$ cat src/tlqs_pkg.sv
// ----------------------------------------------------------------------------
// tlqs_pkg
// Shared types and codes for the two-level queue scheduler.
// ----------------------------------------------------------------------------
`default_nettype none

package tlqs_pkg;

  // Default number of entries in each ring
  localparam int unsigned QueueDepthDef = 16;

  // Opcodes
  localparam logic [1:0] OpAddInt   = 2'd0;
  localparam logic [1:0] OpAddBatch = 2'd1;
  localparam logic [1:0] OpTick     = 2'd2;

  // Status codes
  localparam logic [1:0] StOk   = 2'd0;
  localparam logic [1:0] StFull = 2'd1;
  localparam logic [1:0] StIdle = 2'd2;

  // Queue select reported with a run
  localparam logic QueueInt   = 1'b0;
  localparam logic QueueBatch = 1'b1;

  localparam int unsigned LevelW = 5;

  typedef struct packed {
    logic [1:0]  opcode;
    logic [7:0]  proc_id;
    logic [15:0] burst_len;
  } tlqs_item_t;

  typedef struct packed {
    logic [1:0]        status;
    logic [7:0]        ran_id;
    logic              ran_queue;
    logic [15:0]       remaining_after;
    logic              finished;
    logic [LevelW-1:0] interactive_level;
    logic [LevelW-1:0] batch_level;
  } tlqs_result_t;

  // One ring entry: process id and remaining ticks
  typedef struct packed {
    logic [7:0]  id;
    logic [15:0] rem;
  } tlqs_entry_t;

  // Ring update for one cycle. push writes at the tail, upd rewrites the
  // head in place, pop retires the head. push and pop may come together.
  typedef struct packed {
    logic        push;
    logic        pop;
    logic        upd;
    tlqs_entry_t wdata;
  } tlqs_ring_cmd_t;

endpackage

`default_nettype wire

$ cat src/tlqs_ram.sv
// ----------------------------------------------------------------------------
// tlqs_ram
// Generic single-write, single-read RAM with registered read data.
// ----------------------------------------------------------------------------
`default_nettype none

module tlqs_ram #(
  parameter int unsigned Width = 24,
  parameter int unsigned Depth = 16,
  localparam int unsigned AddrW = (Depth > 1) ? $clog2(Depth) : 1
) (
  input  wire logic             clk_i,
  input  wire logic             we_i,
  input  wire logic [AddrW-1:0] waddr_i,
  input  wire logic [Width-1:0] wdata_i,
  input  wire logic [AddrW-1:0] raddr_i,
  output logic      [Width-1:0] rdata_o
);

  logic [Width-1:0] mem_q [Depth];

  always_ff @(posedge clk_i) begin
    if (we_i) begin
      mem_q[waddr_i] <= wdata_i;
    end
    rdata_o <= mem_q[raddr_i];
  end

endmodule

`default_nettype wire

$ cat src/tlqs_ring.sv
// ----------------------------------------------------------------------------
// tlqs_ring
// Circular queue of process entries: head, count, RAM and head bypass.
// ----------------------------------------------------------------------------
`default_nettype none

module tlqs_ring #(
  parameter int unsigned QueueDepth = 16,
  localparam int unsigned IdxW = $clog2(QueueDepth),
  localparam int unsigned CntW = $clog2(QueueDepth + 1)
) (
  input  wire logic                    clk_i,
  input  wire logic                    rst_ni,
  input  wire tlqs_pkg::tlqs_ring_cmd_t cmd_i,
  output tlqs_pkg::tlqs_entry_t        head_entry_o,
  output logic      [CntW-1:0]         count_o,
  output logic      [CntW-1:0]         count_nxt_o
);

  import tlqs_pkg::*;

  localparam int unsigned EntW = $bits(tlqs_entry_t);

  logic [IdxW-1:0] head_q, head_d, head_inc, tail, waddr;
  logic [CntW-1:0] count_q, count_d;
  logic [CntW:0]   tail_sum;
  logic            we;
  logic            byp_q;
  tlqs_entry_t     byp_data_q;
  logic [EntW-1:0] rdata;

  // Tail slot; sum stays below twice the depth
  always_comb begin
    tail_sum = (CntW+1)'(head_q) + (CntW+1)'(count_q);
    if (tail_sum >= (CntW+1)'(QueueDepth)) begin
      tail = IdxW'(tail_sum - (CntW+1)'(QueueDepth));
    end else begin
      tail = IdxW'(tail_sum);
    end
  end

  assign head_inc = (head_q == IdxW'(QueueDepth - 1)) ? '0 : head_q + 1'b1;

  always_comb begin
    head_d  = cmd_i.pop ? head_inc : head_q;
    count_d = count_q;
    if (cmd_i.push && !cmd_i.pop) begin
      count_d = count_q + 1'b1;
    end else if (cmd_i.pop && !cmd_i.push) begin
      count_d = count_q - 1'b1;
    end
  end

  assign we    = cmd_i.push | cmd_i.upd;
  assign waddr = cmd_i.upd ? head_q : tail;

  always_ff @(posedge clk_i or negedge rst_ni) begin
    if (!rst_ni) begin
      head_q  <= '0;
      count_q <= '0;
      byp_q   <= 1'b0;
    end else begin
      head_q  <= head_d;
      count_q <= count_d;
      // same-cycle write to the slot being read: take the new data
      byp_q   <= we && (waddr == head_d);
    end
  end

  always_ff @(posedge clk_i) begin
    byp_data_q <= cmd_i.wdata;
  end

  tlqs_ram #(
    .Width (EntW),
    .Depth (QueueDepth)
  ) u_ram (
    .clk_i   (clk_i),
    .we_i    (we),
    .waddr_i (waddr),
    .wdata_i (cmd_i.wdata),
    .raddr_i (head_d),
    .rdata_o (rdata)
  );

  assign head_entry_o = byp_q ? byp_data_q : tlqs_entry_t'(rdata);
  assign count_o      = count_q;
  assign count_nxt_o  = count_d;

endmodule

`default_nettype wire

$ cat src/two_level_queue_scheduler_unit.sv
// ----------------------------------------------------------------------------
// two_level_queue_scheduler_unit
// Strict-priority scheduler: round-robin interactive ring over FCFS batch ring.
// ----------------------------------------------------------------------------
// Usage:
//   An item (opcode, proc_id, burst_len) is taken on a rising edge with start
//   high and busy low. busy is always low: one item per cycle, every cycle.
//   Opcodes: add to interactive ring, add to batch ring, tick. A tick runs
//   the interactive head for one tick and requeues it unless finished;
//   with that ring empty the batch head runs in place and is popped when
//   finished. An add to a full ring reports full and changes nothing.
//   The item is registered on accept and the ring heads come out of their
//   RAMs with it; the result is registered at the next edge. done_o rises
//   at the edge that registers the result and stays high for one cycle,
//   with result_o valid in that cycle only. The receiver has no stall.
//   Throughput is one item per cycle; back-to-back items on the same ring
//   see each other's updates through a head bypass in each ring.
//   Reset (rst_ni low, async) empties both rings and drops any item in
//   flight; ring RAM contents are not cleared and are never read unwritten.
// ----------------------------------------------------------------------------
`default_nettype none

module two_level_queue_scheduler_unit #(
  parameter int unsigned QueueDepth = tlqs_pkg::QueueDepthDef
) (
  input  wire logic                 clk_i,
  input  wire logic                 rst_ni,
  input  wire logic                 start,
  output logic                      busy,
  input  wire tlqs_pkg::tlqs_item_t item_i,
  output logic                      done_o,
  output tlqs_pkg::tlqs_result_t    result_o
);

  import tlqs_pkg::*;

  localparam int unsigned CntW = $clog2(QueueDepth + 1);

  // Input register
  logic       vld_q;
  tlqs_item_t in_q;

  // Ring interfaces
  tlqs_ring_cmd_t icmd, bcmd;
  tlqs_entry_t    ihead, bhead;
  logic [CntW-1:0] icnt, icnt_nxt, bcnt, bcnt_nxt;

  // Tick datapath
  logic         run_int, run_batch;
  tlqs_entry_t  run_ent;
  logic [15:0]  rem_after;
  logic         fin;

  tlqs_result_t res_d, res_q;
  logic         done_q;

  assign busy = 1'b0;

  always_ff @(posedge clk_i or negedge rst_ni) begin
    if (!rst_ni) begin
      vld_q <= 1'b0;
    end else begin
      vld_q <= start;
    end
  end

  always_ff @(posedge clk_i) begin
    in_q <= item_i;
  end

  // Interactive ring has priority on a tick
  assign run_int   = vld_q && (in_q.opcode == OpTick) && (icnt != '0);
  assign run_batch = vld_q && (in_q.opcode == OpTick) && (icnt == '0) && (bcnt != '0);
  assign run_ent   = run_int ? ihead : bhead;

  // Saturating decrement: a zero-length process still finishes in one tick
  assign rem_after = (run_ent.rem == '0) ? '0 : run_ent.rem - 1'b1;
  assign fin       = (rem_after == '0);

  always_comb begin
    icmd = '0;
    bcmd = '0;
    if (vld_q) begin
      case (in_q.opcode)
        OpAddInt: begin
          icmd.push  = (icnt != CntW'(QueueDepth));
          icmd.wdata = '{id: in_q.proc_id, rem: in_q.burst_len};
        end
        OpAddBatch: begin
          bcmd.push  = (bcnt != CntW'(QueueDepth));
          bcmd.wdata = '{id: in_q.proc_id, rem: in_q.burst_len};
        end
        OpTick: begin
          // round-robin: pop head, requeue at tail if unfinished
          icmd.pop   = run_int;
          icmd.push  = run_int && !fin;
          icmd.wdata = '{id: run_ent.id, rem: rem_after};
          // FCFS: rewrite head in place, pop when done
          bcmd.upd   = run_batch && !fin;
          bcmd.pop   = run_batch && fin;
          bcmd.wdata = '{id: run_ent.id, rem: rem_after};
        end
        default: begin
        end
      endcase
    end
  end

  always_comb begin
    res_d                   = '0;
    res_d.status            = StOk;
    res_d.interactive_level = LevelW'(icnt_nxt);
    res_d.batch_level       = LevelW'(bcnt_nxt);
    case (in_q.opcode)
      OpAddInt: begin
        if (icnt == CntW'(QueueDepth)) begin
          res_d.status = StFull;
        end
      end
      OpAddBatch: begin
        if (bcnt == CntW'(QueueDepth)) begin
          res_d.status = StFull;
        end
      end
      OpTick: begin
        if (run_int || run_batch) begin
          res_d.ran_id          = run_ent.id;
          res_d.ran_queue       = run_int ? QueueInt : QueueBatch;
          res_d.remaining_after = rem_after;
          res_d.finished        = fin;
        end else begin
          res_d.status = StIdle;
        end
      end
      default: begin
      end
    endcase
  end

  always_ff @(posedge clk_i or negedge rst_ni) begin
    if (!rst_ni) begin
      done_q <= 1'b0;
    end else begin
      done_q <= vld_q;
    end
  end

  always_ff @(posedge clk_i) begin
    res_q <= res_d;
  end

  assign done_o   = done_q;
  assign result_o = res_q;

  tlqs_ring #(
    .QueueDepth (QueueDepth)
  ) u_int_ring (
    .clk_i        (clk_i),
    .rst_ni       (rst_ni),
    .cmd_i        (icmd),
    .head_entry_o (ihead),
    .count_o      (icnt),
    .count_nxt_o  (icnt_nxt)
  );

  tlqs_ring #(
    .QueueDepth (QueueDepth)
  ) u_batch_ring (
    .clk_i        (clk_i),
    .rst_ni       (rst_ni),
    .cmd_i        (bcmd),
    .head_entry_o (bhead),
    .count_o      (bcnt),
    .count_nxt_o  (bcnt_nxt)
  );

endmodule

`default_nettype wire

$ cat config.mk
export PLATFORM = sky130hd
export DESIGN_NAME = two_level_queue_scheduler_unit
export DESIGN_NICKNAME = d
export VERILOG_FILES = /design/src/tlqs_pkg.sv /design/src/tlqs_ram.sv /design/src/tlqs_ring.sv /design/src/two_level_queue_scheduler_unit.sv
export SDC_FILE = /design/constraint.sdc
export NUM_CORES = 1
export LEC_CHECK = 0
export ABC_AREA = 1
export BUFFER_PORTS_ARGS = -buffer_cell sky130_fd_sc_hd__buf_2
export CELL_PAD_IN_SITES_DETAIL_PLACEMENT = 1
export CELL_PAD_IN_SITES_GLOBAL_PLACEMENT = 1
export CORE_UTILIZATION = 41
export CTS_CLUSTER_SIZE = 30
export DETAILED_ROUTE_END_ITERATION = 6
export HOLD_SLACK_MARGIN = 0.02
export PLACE_DENSITY = 0.65
export SYNTH_ARGS = -nofsm -noshare
export SYNTH_HDL_FRONTEND = slang
export SYNTH_HIERARCHICAL = 1
export SYNTH_SLANG_ARGS = --single-unit
$ cat constraint.sdc
create_clock -name clk_i -period 5.4 [get_ports clk_i]
set_input_delay 1.08 -clock clk_i [delete_from_list [all_inputs] [get_ports clk_i]]
set_output_delay 1.08 -clock clk_i [all_outputs]
set_load 0.02 [all_outputs]
==> After elaboration in Yosys (flattened, before gate mapping) <==
Memory sizes are Yosys's and may differ from the RTL's. A register that Yosys moved wholly into a read port is not among the register bits.
Index checks and enable logic that the tools add are counted.
W data, S select, Z words.
{ "classes": {"addsub": 11, "n_reduce_logical": 26, "bitwise_logic": 1, "n_lt_le_gt_ge": 2, "muxes": 33, "n_eq_ne": 10} }
{ "op_table": {"columns": ["operator", "n"], "rows": [
  ["$mux W24", 4],
  ["$pmux W24 S2", 2],
  ["$logic_not A16 Y1", 2],
  ["$mux W4", 7],
  ["$mux W27", 1],
  ["$mux W5", 4],
  ["$mux W16", 1],
  ["$sub A16 B1 Y16 const B", 1],
  ["$logic_and A1 B1 Y1", 13],
  ["$add A4 B5 Y6", 2],
  ["$ge A6 B5 Y1 const B", 2],
  ["$add A5 B1 Y5 const B", 2],
  ["$eq A5 B5 Y1 const B", 2],
  ["$ne A5 B5 Y1 const B", 2],
  ["$reduce_bool A5 Y1", 2],
  ["$sub A5 B1 Y5 const B", 2],
  ["$mux W1", 9],
  ["$add A4 B1 Y4 const B", 2],
  ["$eq A4 B4 Y1", 2],
  ["$eq A4 B4 Y1 const B", 2],
  ["$sub A4 B1 Y4 const B", 2],
  ["$mux W2", 3],
  ["$pmux W2 S3", 1],
  ["$logic_not A1 Y1", 5],
  ["other kinds (8)", 8]
]} }
{ "totals": {"n_memories": 2, "output_inout_bits": 40, "wordCells": 107, "regBits": 134, "ramBits": 768} }
{ "mem_list": {"columns": ["memory", "depth", "word_bits", "rd", "rd_clocked_by_memory_dff", "wr", "line_no", "text"], "rows": [
  ["u_batch_ring.u_ram.mem_q", 16, 24, 1, 1, 1, "tlqs_ram.sv:20", "logic [Width-1:0] mem_q [Depth];"],
  ["u_int_ring.u_ram.mem_q", 16, 24, 1, 1, 1, "tlqs_ram.sv:20", null]
]} }

==> Logic depth before layout (Yosys ltp) <==
Gate-level depths: netlist of the first run.
{ "depth": {"word_depth": 15, "depth_mapped": 33, "depth_no_buf": 28} }

==> By module <==
The synthesis of the first run kept the hierarchy.
{ "modules_own_cells": {"columns": ["mod", "cells_each", "area_each_um2", "n_inst"], "rows": [
  ["tlqs_ram", 1597, 16951.3, 2],
  ["two_level_queue_scheduler_unit", 503, 3484.6, 1],
  ["tlqs_ring", 166, 1599.0, 2]
]} }

==> Worst setup path before layout of the first run <==
Ideal clock, no wire load.
{ "synth_timing": {"kind": "register to register", "start": "register in_q[24] (netlist name)", "end": "memory u_batch_ring.u_ram.mem_q[4][0] (enable)", "path_buffers": 2, "arrival_ns": 4.147, "path_slack_ns": 0.848, "required_time_ns": 4.995, "period_less_slack_ns": 4.552, "stages_incl_launch_ff": 24, "path_cell_list": "dfxtp_1 inv_1 ha_1 nand2_2 clkinv_4 buf_4 nand3_1 nand2_4 ha_1 nand2_1 nor2_1 nand2_1 inv_2 nand2_4 buf_6 nand2_1 nand2_1 nor2_1 a31oi_1 inv_1 nand3_1 nand2_1 nand3b_1 nor2_1"} }
{ "synth_lines": {"columns": ["item", "line_no", "text"], "rows": [
  ["start, declared", "two_level_queue_scheduler_unit.sv:41", "tlqs_item_t in_q;"],
  ["start signal, assigned", "two_level_queue_scheduler_unit.sv:68", "in_q <= item_i;"],
  ["end, declared", "tlqs_ram.sv:20", null]
]} }

==> results of run 1 <==
## metal layers
metal	vias to the layer above	track usage, %	part of all wire, %
li1	13210	-	-
met1	14000	30.95	44
met2	478	40.75	50
met3	158	2.773	3.4
met4	0	6.250	2.3
met5	-	0	0
## sequential cells by signal, summed over array words and instances (netlist names)
| register | cells |
|---|---|
| done_o | 1 |
| u_int_ring/byp_q | 1 |
| u_batch_ring/byp_q | 1 |
| u_batch_ring/u_ram/rdata_o | 24 |
| u_batch_ring/head_q | 4 |
| u_int_ring/u_ram/rdata_o | 24 |
| u_int_ring/byp_data_q | 24 |
| u_int_ring/head_q | 4 |
| u_int_ring/u_ram/mem_q | 384 |
| in_q | 26 |
| result_o | 38 |
| u_batch_ring/count_o | 5 |
| vld_q | 1 |
| u_batch_ring/byp_data_q | 24 |
| u_batch_ring/u_ram/mem_q | 384 |
| u_int_ring/count_o | 5 |
## cells in the mapped netlist, drive strengths merged, types with 5 or more instances
cell type,instances,area share [%]
or2,9,0.14
inv,666,6.2
nand3b,16,0.30
nand3,651,8.1
dfxtp,160,7.9
nand2,1246,12
clkbuf,37,0.34
mux2,48,1.3
edfxtp,768,57
buf,151,2.1
a21oi,54,0.67
nor2,114,1.2
ha,17,0.52
dfrtp,22,1.4
xor2,7,0.15
clkinv,5,0.059
o21ai,24,0.35
mux2i,8,0.20
nor3,5,0.062
## area by class of cell
| class | count | area, sq um |
|---|---|---|
| diodes | 4 | 10.01 |
| clock buffers | 133 | 2731 |
| clock inverters | 54 | 479.2 |
| fillers | 10730 | 51850 |
| inverters | 671 | 2554 |
| multi-input cells | 2228 | 10630 |
| flip-flops and latches | 950 | 26820 |
| well taps | 1287 | 1610 |
| repair buffers | 182 | 1594 |
## what timing repair did
action,in CTS,in global routing
resized for setup,0,7
setup buffers,0,11
setup endpoints to repair,0,282
## stage by stage
stage | util [%] | total power [mW] | std cells | cell area [sq um]
6_report | 47.24 | 21.01 | 5509 | 46420
4_1_cts | 47.09 | 21.24 | 5494 | 46270
2_1_floorplan | - | 12.48 | 4037 | 40620
3_5_place_dp | 43.82 | 14.43 | 5307 | 43060
5_1_grt | 47.23 | 22.05 | 5505 | 46410
3_3_place_gp | 43.82 | 14.31 | 5307 | 43060
## worst min-delay path by stage
stage / start / to / depth (start not counted)
floorplan: vld_q$_DFF_PN0_ / done_o$_DFF_PN0_ / 0
global placement: vld_q$_DFF_PN0_ / done_o$_DFF_PN0_ / 0
detailed placement: vld_q$_DFF_PN0_ / done_o$_DFF_PN0_ / 0
CTS: rst_ni / u_int_ring/head_q[3]$_DFF_PN0_ / 1
global route: rst_ni / u_int_ring/count_o[2]$_DFF_PN0_ / 1
finish: rst_ni / u_int_ring/count_o[2]$_DFF_PN0_ / 1
## kinds of logic (layout without fill, tap and decap cells)
group	Yosys count	count (layout)
AND/OR/NAND/NOR	2046	2046
AO/OA/AOI/OAI	87	87
multiplexers	56	56
flip-flops	950	950
other	1	13
adder cells (fa/ha/maj)	19	19
XOR/XNOR	11	11
buffers and inverters	859	1040
## report_power, final
group          internal (mW)  total, mW  leakage (nW)  switching (mW)
Combinational           1.49       5.27          9.67            3.77
Sequential              8.70       8.98          8.72           0.275
Clock                   3.89       6.77          1.57            2.87
Total                   14.1       21.0          20.0            6.92
## placed cells by master (no fill, tap or decap), types with 4 or more instances in the layout
master / count
dfxtp_1: 160
nor2_1: 66
xnor2_1: 4
diode_2: 4
o21ai_1: 4
nand2_4: 4
nand2_2: 15
inv_1: 648
bufinv_16: 7
mux2_2: 48
inv_6: 5
a21oi_2: 15
buf_2: 67
clkbuf_1: 27
inv_2: 14
nand2_1: 1226
nor2_4: 38
dfrtp_1: 22
edfxtp_1: 768
nand4_1: 4
o21ai_4: 4
clkbuf_16: 104
conb_1: 9
buf_4: 82
clkinvlp_4: 5
mux2i_1: 8
xor2_1: 7
ha_1: 17
a21oi_1: 39
or2_2: 9
nor2_2: 10
clkinv_1: 14
nand3_2: 7
nor3_1: 4
nand3_1: 643
buf_12: 31
clkinv_2: 25
nand3b_1: 16
o21ai_0: 13
## worst register-to-register path: stages, from the launching register on
cell and delay (ps):
dfxtp_1 360, inv_1 80, ha_1 220, nand2_2 110, clkinv_4 180, nand2_8 290, nand2_1 110, nand2_2 100
ha_1 200, nand2_1 120, nor2_1 160, nand2_1 110, inv_2 70, nand2_4 140, nand3_1 320, nand2_1 90
nor2_1 220, a31oi_2 230, inv_1 210, nand2_1 120, nand2_1 90, inv_1 70, nor2_1 100, nand2_1 230
nor2_4 350, buf_4 380
==> run summary, run 1 <==
Final setup viols: 0
R2R Path Start: in_q[24]$_DFF_P_
Levels on crit path: 25
Top FF cell, synth: edfxtp_1
Min-Delay Path Class: in2async
initial cell density of the core: 41.30%
CTS Buffer Depth: 3
WP data arrival: 5370 ps
I/O pins: 69
Die Y: 316.6 um
LEAKAGE: 19.96 nW
clock skew: 20.61 ps
WL per Instance: 21.07 um
CTS tree: done
Peak VDD IR: 0.4383 mV
Detail Placement HPWL: 71390 um
Site Rows: 115
number of global-route vias before repair: 28880
1st-iter DRT viols: 1914
H-tree depth: 3
Avg Inst Size Synth: 10.07 sq um
Most Frequent Cell on Critical Path: nand2_1
Reg clk slew, reported paths: 60 ps
Die W: 316.6 um
Least-Margin Pin Slew: 1200 ps
drt pass-1 iters: 5
Clock Latency Late Sink: 680 ps
required time of the critical path: 5740 ps
Cells after Synth: 4029
Largest delay share family, worst path: simple AND/OR/NAND/NOR gates
Fin. Hold Viols: 0
register bit total from synthesis: 950
Crit-path slowest cell: buf_4
Worst setup startpoint: in_q[24]$_DFF_P_
post-synthesis xor/xnor area fraction: 0.2374%
WHS: 399.8 ps
routed vias/inst: 5.055
area of the die: 0.1003 sq mm
Final Wtd Congestion: 0.8499
Post-Synth Adder-Cell Area: 0.6227%
reg2reg path depth: 25
Post-synth ARST share: 2.316%
setup TNS: 0 ps
TritonCTS Buffers: 101
critical path class: reg2reg
Syn-to-layout area delta: 14.38%
antenna violations before repair: 4
EDFF count, synth: 768
# clock sinks: 950
area of the mapped netlist: 0.04059 sq mm
Netlist cell types: 43
Reg2Reg Setup Slack: 370 ps
number of remaining DRC errors: 0
outcome: complete, no violations
CTS root buffer: clkbuf_16
Vias: 27850
DRT Wirelength: 116100 um
Compound-Gate Fraction of Synth Area: 1.193%
total gr overflow: 0
final worst slack: 369.2 ps
CTS Hold Buffers Added: 0
Antenna Violating Nets Remaining: 0
max incr delay on CP: 380 ps
CP endpoint kind: register
Slew Limit Fails: 0
Max-Cap Viols: 0
Total GRT Usage: 23.44%
Worst Path Max Fanout: 35
core box area: 0.09828 sq mm
largest net degree at the start of global routing: 141
ratio of cells with drive above 1 in the final layout: 12.09%
post-synthesis mux area share: 1.529%
main combinational cell family by area after synthesis: simple AND/OR/NAND/NOR gates
end of the worst register-to-register path: u_batch_ring/u_ram/mem_q[0][19]$_DFFE_PP_
YS warnings: 6
Port Buf Inserts: 67
first-pass GRT wire length: 176000 um
Setup crit end: u_batch_ring/u_ram/mem_q[0][19]$_DFFE_PP_
fmax: 198.8 MHz
dpl ws: 56.35 ps
CP Buf/Inv Count: 6
Synth Area in Simple Gates: 21.65%
sequential cell area fraction in the yosys report: 66.07%
post-layout minimum cycle time: 5031 ps
critical path launch point type: register
Final Cycle Share: 93.16%
pwr/cell area: 452.7 mW/mm^2
Worst slew margin: 19.71%
final net count: 4182
Note: power is estimated with default switching activity, not from simulation.
==> run 2: changes to the inputs <==
- PLACE_DENSITY: 0.65 -> 0.64
- SYNTH_HIERARCHICAL: 1 -> not set
==> run 2 against run 1 <==
Net effect: routed wire length is 6.5% higher; fmax increased by 0.18%; synthesized area shrank 3.5%; critical path type unchanged.
==> run summary, run 2 <==
LEAKAGE: 17.78 nW (-11%)
Setup crit end: u_int_ring.u_ram.mem_q[6][21]$_DFFE_PP_
area of the mapped netlist: 0.03918 sq mm (-3.5%)
RSZ-0062 raised after global routing: no
drt pass-1 iters: 7 (+2)
first-pass GRT wire length: 183200 um (+4.1%)
ratio of cells with drive above 1 in the final layout: 12.22% (+0.13 points)
EDFF count, synth: 768 (unchanged)
Setup Buffers After CTS: 0 (unchanged)
Worst slew margin: 6.636% (-13 points)
Synth top area share: 58.86% (+2.0 points)
Least-Margin Pin Slew: 1400 ps (+200.5 ps)
Reg area: 0.02682 sq mm (unchanged)
antenna violations before repair: 5 (+1)
area of the die: 0.09681 sq mm (-3.4%)
Cells after Synth: 3607 (-10%)
Antenna Violating Nets Remaining: 0 (unchanged)
required time of the critical path: 5700 ps (-40 ps)
Final Wtd Congestion: 0.8454 (-0.53%)
Fin. Hold Viols: 0 (unchanged)
largest net degree at the start of global routing: 142 (+0.71%)
TritonCTS Buffers: 101 (unchanged)
Port Buf Inserts: 67 (unchanged)
Syn-to-layout area delta: 15.30%
end of the worst register-to-register path: u_int_ring.u_ram.mem_q[6][21]$_DFFE_PP_
Max-Cap Viols: 0 (unchanged)
DRT Wirelength: 123600 um (+6.5%)
outcome: complete, no violations
most frequent cells in the layout: edfxtp_1, nand2_1, nand3_1, inv_1, nor2_1
commonest non-fill, non-tap cell in the layout: edfxtp_1
final std cells w/o fill: 5074 (-7.9%)
Die W: 311.1 um (-1.7%)
CTS tree: done
Peak VDD IR: 0.3788 mV (-14%)
CP endpoint kind: register
fillers: 10150 (-5.4%)
Sw Pwr: 6.653 mW (-3.9%)
# clock sinks: 950 (unchanged)
Worst setup startpoint: in_q[24]$_DFF_P_
most common cell in the netlist: edfxtp_1
Yosys top cell by area: edfxtp_1
critical path launch point type: register
CTS Buffer Depth: 3 (unchanged)
initial cell density of the core: 41.30% (about the same)
I/O pins: 69 (unchanged)
most common library cells after synthesis: edfxtp_1, nand2_1, inv_1
1st-iter DRT viols: 2462 (+29%)
Top FF cell, synth: edfxtp_1
Slew Limit Fails: 0 (unchanged)
synth top area cells: edfxtp_1, dfxtp_1, nand2_1
area of the multi-input gates: 0.009980 sq mm (-6.1%)
Total GRT Usage: 25.42% (+2.0 points)
Post-synth ARST share: 2.316% (unchanged)
Clk pwr share: 34.4% (+2.2 points)
sequential cell area fraction in the yosys report: 68.44% (+2.4 points)
YS warnings: 0 (-6)
total gr overflow: 0 (unchanged)
sw frac: 32.67% (-0.27 points)
critical path class: reg2reg
WP data arrival: 5320 ps (-50 ps)
Reg clk slew, reported paths: 60 ps (about the same)
clock skew: 23.84 ps (+3.230 ps)
Die Y: 311.1 um (-1.7%)
internal power: 13.71 mW (-2.7%)
Final Cycle Share: 93.00% (-0.16 points)
count of cells resized by post-cts repair: 0 (unchanged)
Clock Latency Late Sink: 690 ps (about the same)
Final setup viols: 0 (unchanged)
Netlist cell types: 43 (unchanged)
pwr/cell area: 450.8 mW/mm^2 (-0.41%)
final net count: 3770 (-9.9%)
Min-Delay Path Class: in2async
CTS Hold Buffers Added: 0 (unchanged)
WHS: 442.3 ps (+42.50 ps)
Reg2Reg Setup Slack: 380 ps (about the same)
number of global-route vias before repair: 27780 (-3.8%)
Worst Path Max Fanout: 24 (-31%)
register bit total from synthesis: 950 (unchanged)
reg2reg path depth: 24 (-4.0%)
number of remaining DRC errors: 0 (unchanged)
routed vias/inst: 5.342 (+5.7%)
R2R Path Start: in_q[24]$_DFF_P_
Detail Placement HPWL: 77750 um (+8.9%)
Avg Inst Size Synth: 10.86 sq um (+7.8%)
setup TNS: 0 ps (unchanged)
sequential share of power: 43.2% (+0.5 points)
placed cell count: 4882 (-8.0%)
CTS root buffer: clkbuf_16
post-layout util: 47.62% (+0.38 points)
post-layout minimum cycle time: 5022 ps (-8.817 ps)
Syn Nets: 3657
WL per Instance: 24.36 um (+16%)
H-tree depth: 3 (unchanged)
Vias: 27110 (-2.7%)
logic gate share of total power: 22.4% (-2.7 points)
Site Rows: 113 (-1.7%)
fmax: 199.1 MHz (+0.18%)
core box area: 0.09487 sq mm (-3.5%)
## run 2: changes by cell type after synthesis, sizes merged, moves of 10 or more
cell,delta
o221ai,+87
inv,-189
nor2,+222
nand3,-174
nand3b,+10
nand2,-603
o21ai,+246
buf,-69
clkbuf,+74
mux2,-38
## run 2: power groups by stage
stage / Combinational, mW / Clock, mW / Sequential (mW)
after CTS: 4.58 / 7.11 / 8.80
final: 4.56 / 7.02 / 8.79
after floorplan: 2.62 / 0 / 8.87
after detailed placement: 4.55 / 0 / 8.94
after global placement: 4.50 / 0 / 8.93
after global routing: 4.97 / 7.37 / 8.83
## run 2: how the worst min path moves through the flow
stage / cells past startpoint / endpoint / start / slack, ps
2_1_floorplan: 0 / done_o$_DFF_PN0_ / vld_q$_DFF_PN0_ / 430
3_3_place_gp: 1 / done_o$_DFF_PN0_ / vld_q$_DFF_PN0_ / 560
3_5_place_dp: 1 / done_o$_DFF_PN0_ / vld_q$_DFF_PN0_ / 550
4_1_cts: 1 / u_int_ring.byp_q$_DFF_PN0_ / rst_ni / 420
5_1_grt: 1 / u_int_ring.byp_q$_DFF_PN0_ / rst_ni / 460
6_report: 1 / u_int_ring.byp_q$_DFF_PN0_ / rst_ni / 440
## run 2: cells by family after synthesis
group	after synthesis	synth area share, %
and+or+nand+nor	1515	16.88
AOI/OAI and AO/OA	420	6.294
DFF	950	68.44
adders and majority gates	21	0.7089
other	1	0.009571
xor gates and xnor gates	19	0.4247
buffers and inverters	671	6.952
muxes	10	0.2874
## run 2: through the flow
stage / cell area (sq um) / setup slack [ps] / total power, mW
4_1_cts: 45170 / 216.3 / 20.49
3_5_place_dp: 41800 / 246.0 / 13.49
6_report: 45180 / 378.0 / 20.37
2_1_floorplan: 39180 / 946.4 / 11.48
3_3_place_gp: 41800 / 406.3 / 13.43
5_1_grt: 45170 / 10.98 / 21.17
## run 2: layout make-up
type	instances	share of cell area, %
inverter	478	3.980
tap	1265	3.504
antenna	3	0.01662
clock buffer	134	6.276
sequential	950	59.36
clock inverter	55	1.191
timing repair buffer	203	3.584
multi-input combinational	1986	22.09
## run 2: worst max-delay path, stage by stage, from the launching register on
cell and delay (ps):
dfxtp_1 380, inv_1 80, ha_1 220, nand2_1 190, inv_2 80, buf_4 210, nand3_1 130, nand2_2 120
ha_1 220, inv_1 70, nor2_1 40, nand3_1 70, nor2_1 60, nand2_1 100, buf_4 240, nand3_1 160
nand2_1 140, nor2_4 70, nand2_1 110, nor2_4 70, o21ai_0 150, nand2_1 160, inv_1 190, nand3_1 340
nor2_4 1000
## run 2: metal layers
metal | vias to the layer above | GRT usage (%) | wire (um)
met5 | - | 0 | 0
met4 | 0 | 7.389 | 3326
met3 | 183 | 3.113 | 4941
met2 | 590 | 43.02 | 60590
met1 | 13850 | 34.29 | 54750
li1 | 12480 | - | -
==> run 3: changes to the inputs <==
- clock period: 5.4 -> 5.48 ns (I/O delays scaled with it)
==> run 3 against run 2 <==
Net effect: sequential cell count did not move; critical path depth rose by 1; count of clock-buffer cells in the layout grew 9; critical path type unchanged; highest routed layer unchanged; largest cell class unchanged; non-clock buffer count grew 21; critical endpoint is now u_batch_ring.u_ram.mem_q[0][3]$_DFFE_PP_.
==> run summary, run 3 (synthesized netlist as in run 2, its figures left out) <==
CTS root buffer: clkbuf_16
outcome: complete, no violations
total gr overflow: 0 (unchanged)
Final setup viols: 0 (unchanged)
Reg clk slew, reported paths: 60 ps (about the same)
Syn-to-layout area delta: 16.27%
Port Buf Inserts: 67 (unchanged)
number of remaining DRC errors: 0 (unchanged)
fmax: 198.7 MHz (-0.19%)
number of global-route vias before repair: 28090 (+1.1%)
drt pass-1 iters: 7 (unchanged)
Setup Buffers After CTS: 0 (unchanged)
Finished Cell Area: 0.04555 sq mm (+0.84%)
RSZ-0062 raised after global routing: no
critical path class: reg2reg
CP endpoint kind: register
Worst Path Max Fanout: 35 (+46%)
commonest non-fill, non-tap cell in the layout: edfxtp_1
reg2reg path depth: 25 (+4.2%)
initial cell density of the core: 41.30% (unchanged)
Vias: 27200 (+0.36%)
antenna violations before repair: 7 (+2)
Max-Cap Viols: 0 (unchanged)
CTS tree: done
LEAKAGE: 17.98 nW (+1.1%)
DRT Wirelength: 122800 um (-0.63%)
final net count: 3792 (+0.58%)
Detail Placement HPWL: 76630 um (-1.5%)
Reg area: 0.02682 sq mm (unchanged)
Slew Limit Fails: 0 (unchanged)
Die W: 311.1 um (unchanged)
post-layout minimum cycle time: 5031 ps (+9.496 ps)
critical path launch point type: register
Die Y: 311.1 um (unchanged)
WL per Instance: 24.10 um (-1.1%)
# clock sinks: 950 (unchanged)
largest net degree at the start of global routing: 195 (+37%)
H-tree depth: 3 (unchanged)
clock skew: 29.54 ps (+5.704 ps)
routed vias/inst: 5.337 (about the same)
pwr/cell area: 443.5 mW/mm^2 (-1.6%)
Worst slew margin: 14.12% (+7.5 points)
I/O pins: 69 (unchanged)
Antenna Violating Nets Remaining: 0 (unchanged)
setup TNS: 0 ps (unchanged)
Clock Latency Late Sink: 690 ps (about the same)
1st-iter DRT viols: 2327 (-5.5%)
area of the die: 0.09681 sq mm (unchanged)
Reg2Reg Setup Slack: 450 ps (+70 ps)
required time of the critical path: 5840 ps (+140 ps)
most frequent cells in the layout: edfxtp_1, nand2_1, nand3_1, inv_1, nor2_1
Peak VDD IR: 0.3587 mV (-5.3%)
placed instance area: 0.04211 sq mm (+0.75%)
CTS Hold Buffers Added: 0 (unchanged)
Min-Delay Path Class: in2async
Site Rows: 113 (unchanged)
Least-Margin Pin Slew: 1288 ps (-112.2 ps)
first-pass GRT wire length: 182600 um (-0.34%)
ratio of cells with drive above 1 in the final layout: 12.61% (+0.39 points)
area of the multi-input gates: 0.009986 sq mm (about the same)
fillers: 10210 (+0.62%)
WP data arrival: 5390 ps (+70 ps)
core box area: 0.09487 sq mm (unchanged)
post-layout util: 48.02% (+0.40 points)
Fin. Hold Viols: 0 (unchanged)
Final Wtd Congestion: 0.8803 (+4.1%)
CTS Buffer Depth: 3 (unchanged)
Final Cycle Share: 91.82% (-1.2 points)
end of the worst register-to-register path: u_batch_ring.u_ram.mem_q[0][3]$_DFFE_PP_
TritonCTS Buffers: 102 (+0.99%)
R2R Path Start: u_int_ring.count_o[1]$_DFF_PN0_
Total GRT Usage: 25.36% (-0.060 points)
==> run 3: changes by cell type in the layout (fill, tap and decap cells not counted), sizes merged <==
cell,delta
buf,+21
bufinv,+3
clkbuf,+9
clkinv,-7
clkinvlp,-2
diode,-1
==> run 3: timing repair <==
item,4_1_cts,5_1_grt
endpoints found under the setup margin,0,389
endpoints found under the hold margin,0,0
resized for setup,0,4
==> run 3: layout make-up <==
cell class                 count  area share, %
sequential                   950          58.86
multi-input combinational   1986          21.92
clock buffer                 143          6.465
timing repair buffer         224          4.230
inverter                     478          3.947
tap                         1265          3.474
clock inverter                49          1.088
antenna                        2        0.01099
==> run 3: how the worst max path moves through the flow <==
stage | start | endpoint | slack (ps) | depth (start not counted)
after floorplan | u_int_ring.count_o[1]$_DFF_PN0_ | u_batch_ring.u_ram.mem_q[8][0]$_DFFE_PP_ | 1030 | 23
after global placement | u_int_ring.count_o[1]$_DFF_PN0_ | u_batch_ring.u_ram.mem_q[10][16]$_DFFE_PP_ | 370 | 23
after detailed placement | u_int_ring.count_o[1]$_DFF_PN0_ | u_batch_ring.u_ram.mem_q[0][18]$_DFFE_PP_ | 190 | 23
after CTS | u_int_ring.count_o[1]$_DFF_PN0_ | u_batch_ring.u_ram.mem_q[0][18]$_DFFE_PP_ | 140 | 23
after global routing | u_int_ring.count_o[1]$_DFF_PN0_ | u_batch_ring.u_ram.mem_q[0][9]$_DFFE_PP_ | 10 | 23
final | u_int_ring.count_o[1]$_DFF_PN0_ | u_batch_ring.u_ram.mem_q[0][3]$_DFFE_PP_ | 450 | 25
==> run 3: where the power goes <==
part	internal [mW]	total, mW	switching, mW
clock network	4.17	7.05	2.88
logic	1.21	4.48	3.27
registers	8.38	8.67	0.288
total	13.8	20.2	6.44
==> run 3: critical path: stages (launching register included) <==
cell     delay [ps]
dfrtp_1         450
inv_1           140
ha_1            240
nand3_4         180
nand2_4         360
nand2_1         120
nand2_2         150
ha_1            170
inv_1            50
nor2_1          100
nand3_1          70
nor2_1          130
nand2_2         230
buf_4           240
nand3_2          70
nand2_1          60
nor2_2          180
nand3_1         170
nand2_1         190
inv_1           140
nand2_1          80
o21ai_1         150
inv_1           140
nand2_1         240
nor2_4          370
buf_12          240
==> run 3: per-stage QoR <==
step	hold slack, ps	instances	power, mW	setup WS (ps)
after floorplan	431.9	3607	11.32	1026
after global placement	569.4	4903	13.24	366.8
after detailed placement	575.8	4903	13.31	191.9
after CTS	437.3	5095	20.37	136.2
after global routing	457.5	5095	21.03	12.14
final	446.4	5097	20.20	448.5
==> run 3: per-layer routing <==
metal / up-vias / wire, um / GRT usage [%] / share of wire [%]
met2: 604 / 59460 / 42.38 / 48
met1: 13860 / 54500 / 34.40 / 44
met3: 199 / 5539 / 3.499 / 4.5
li1: 12540 / - / - / -
met4: 0 / 3327 / 7.412 / 2.7
met5: - / 0 / 0 / 0
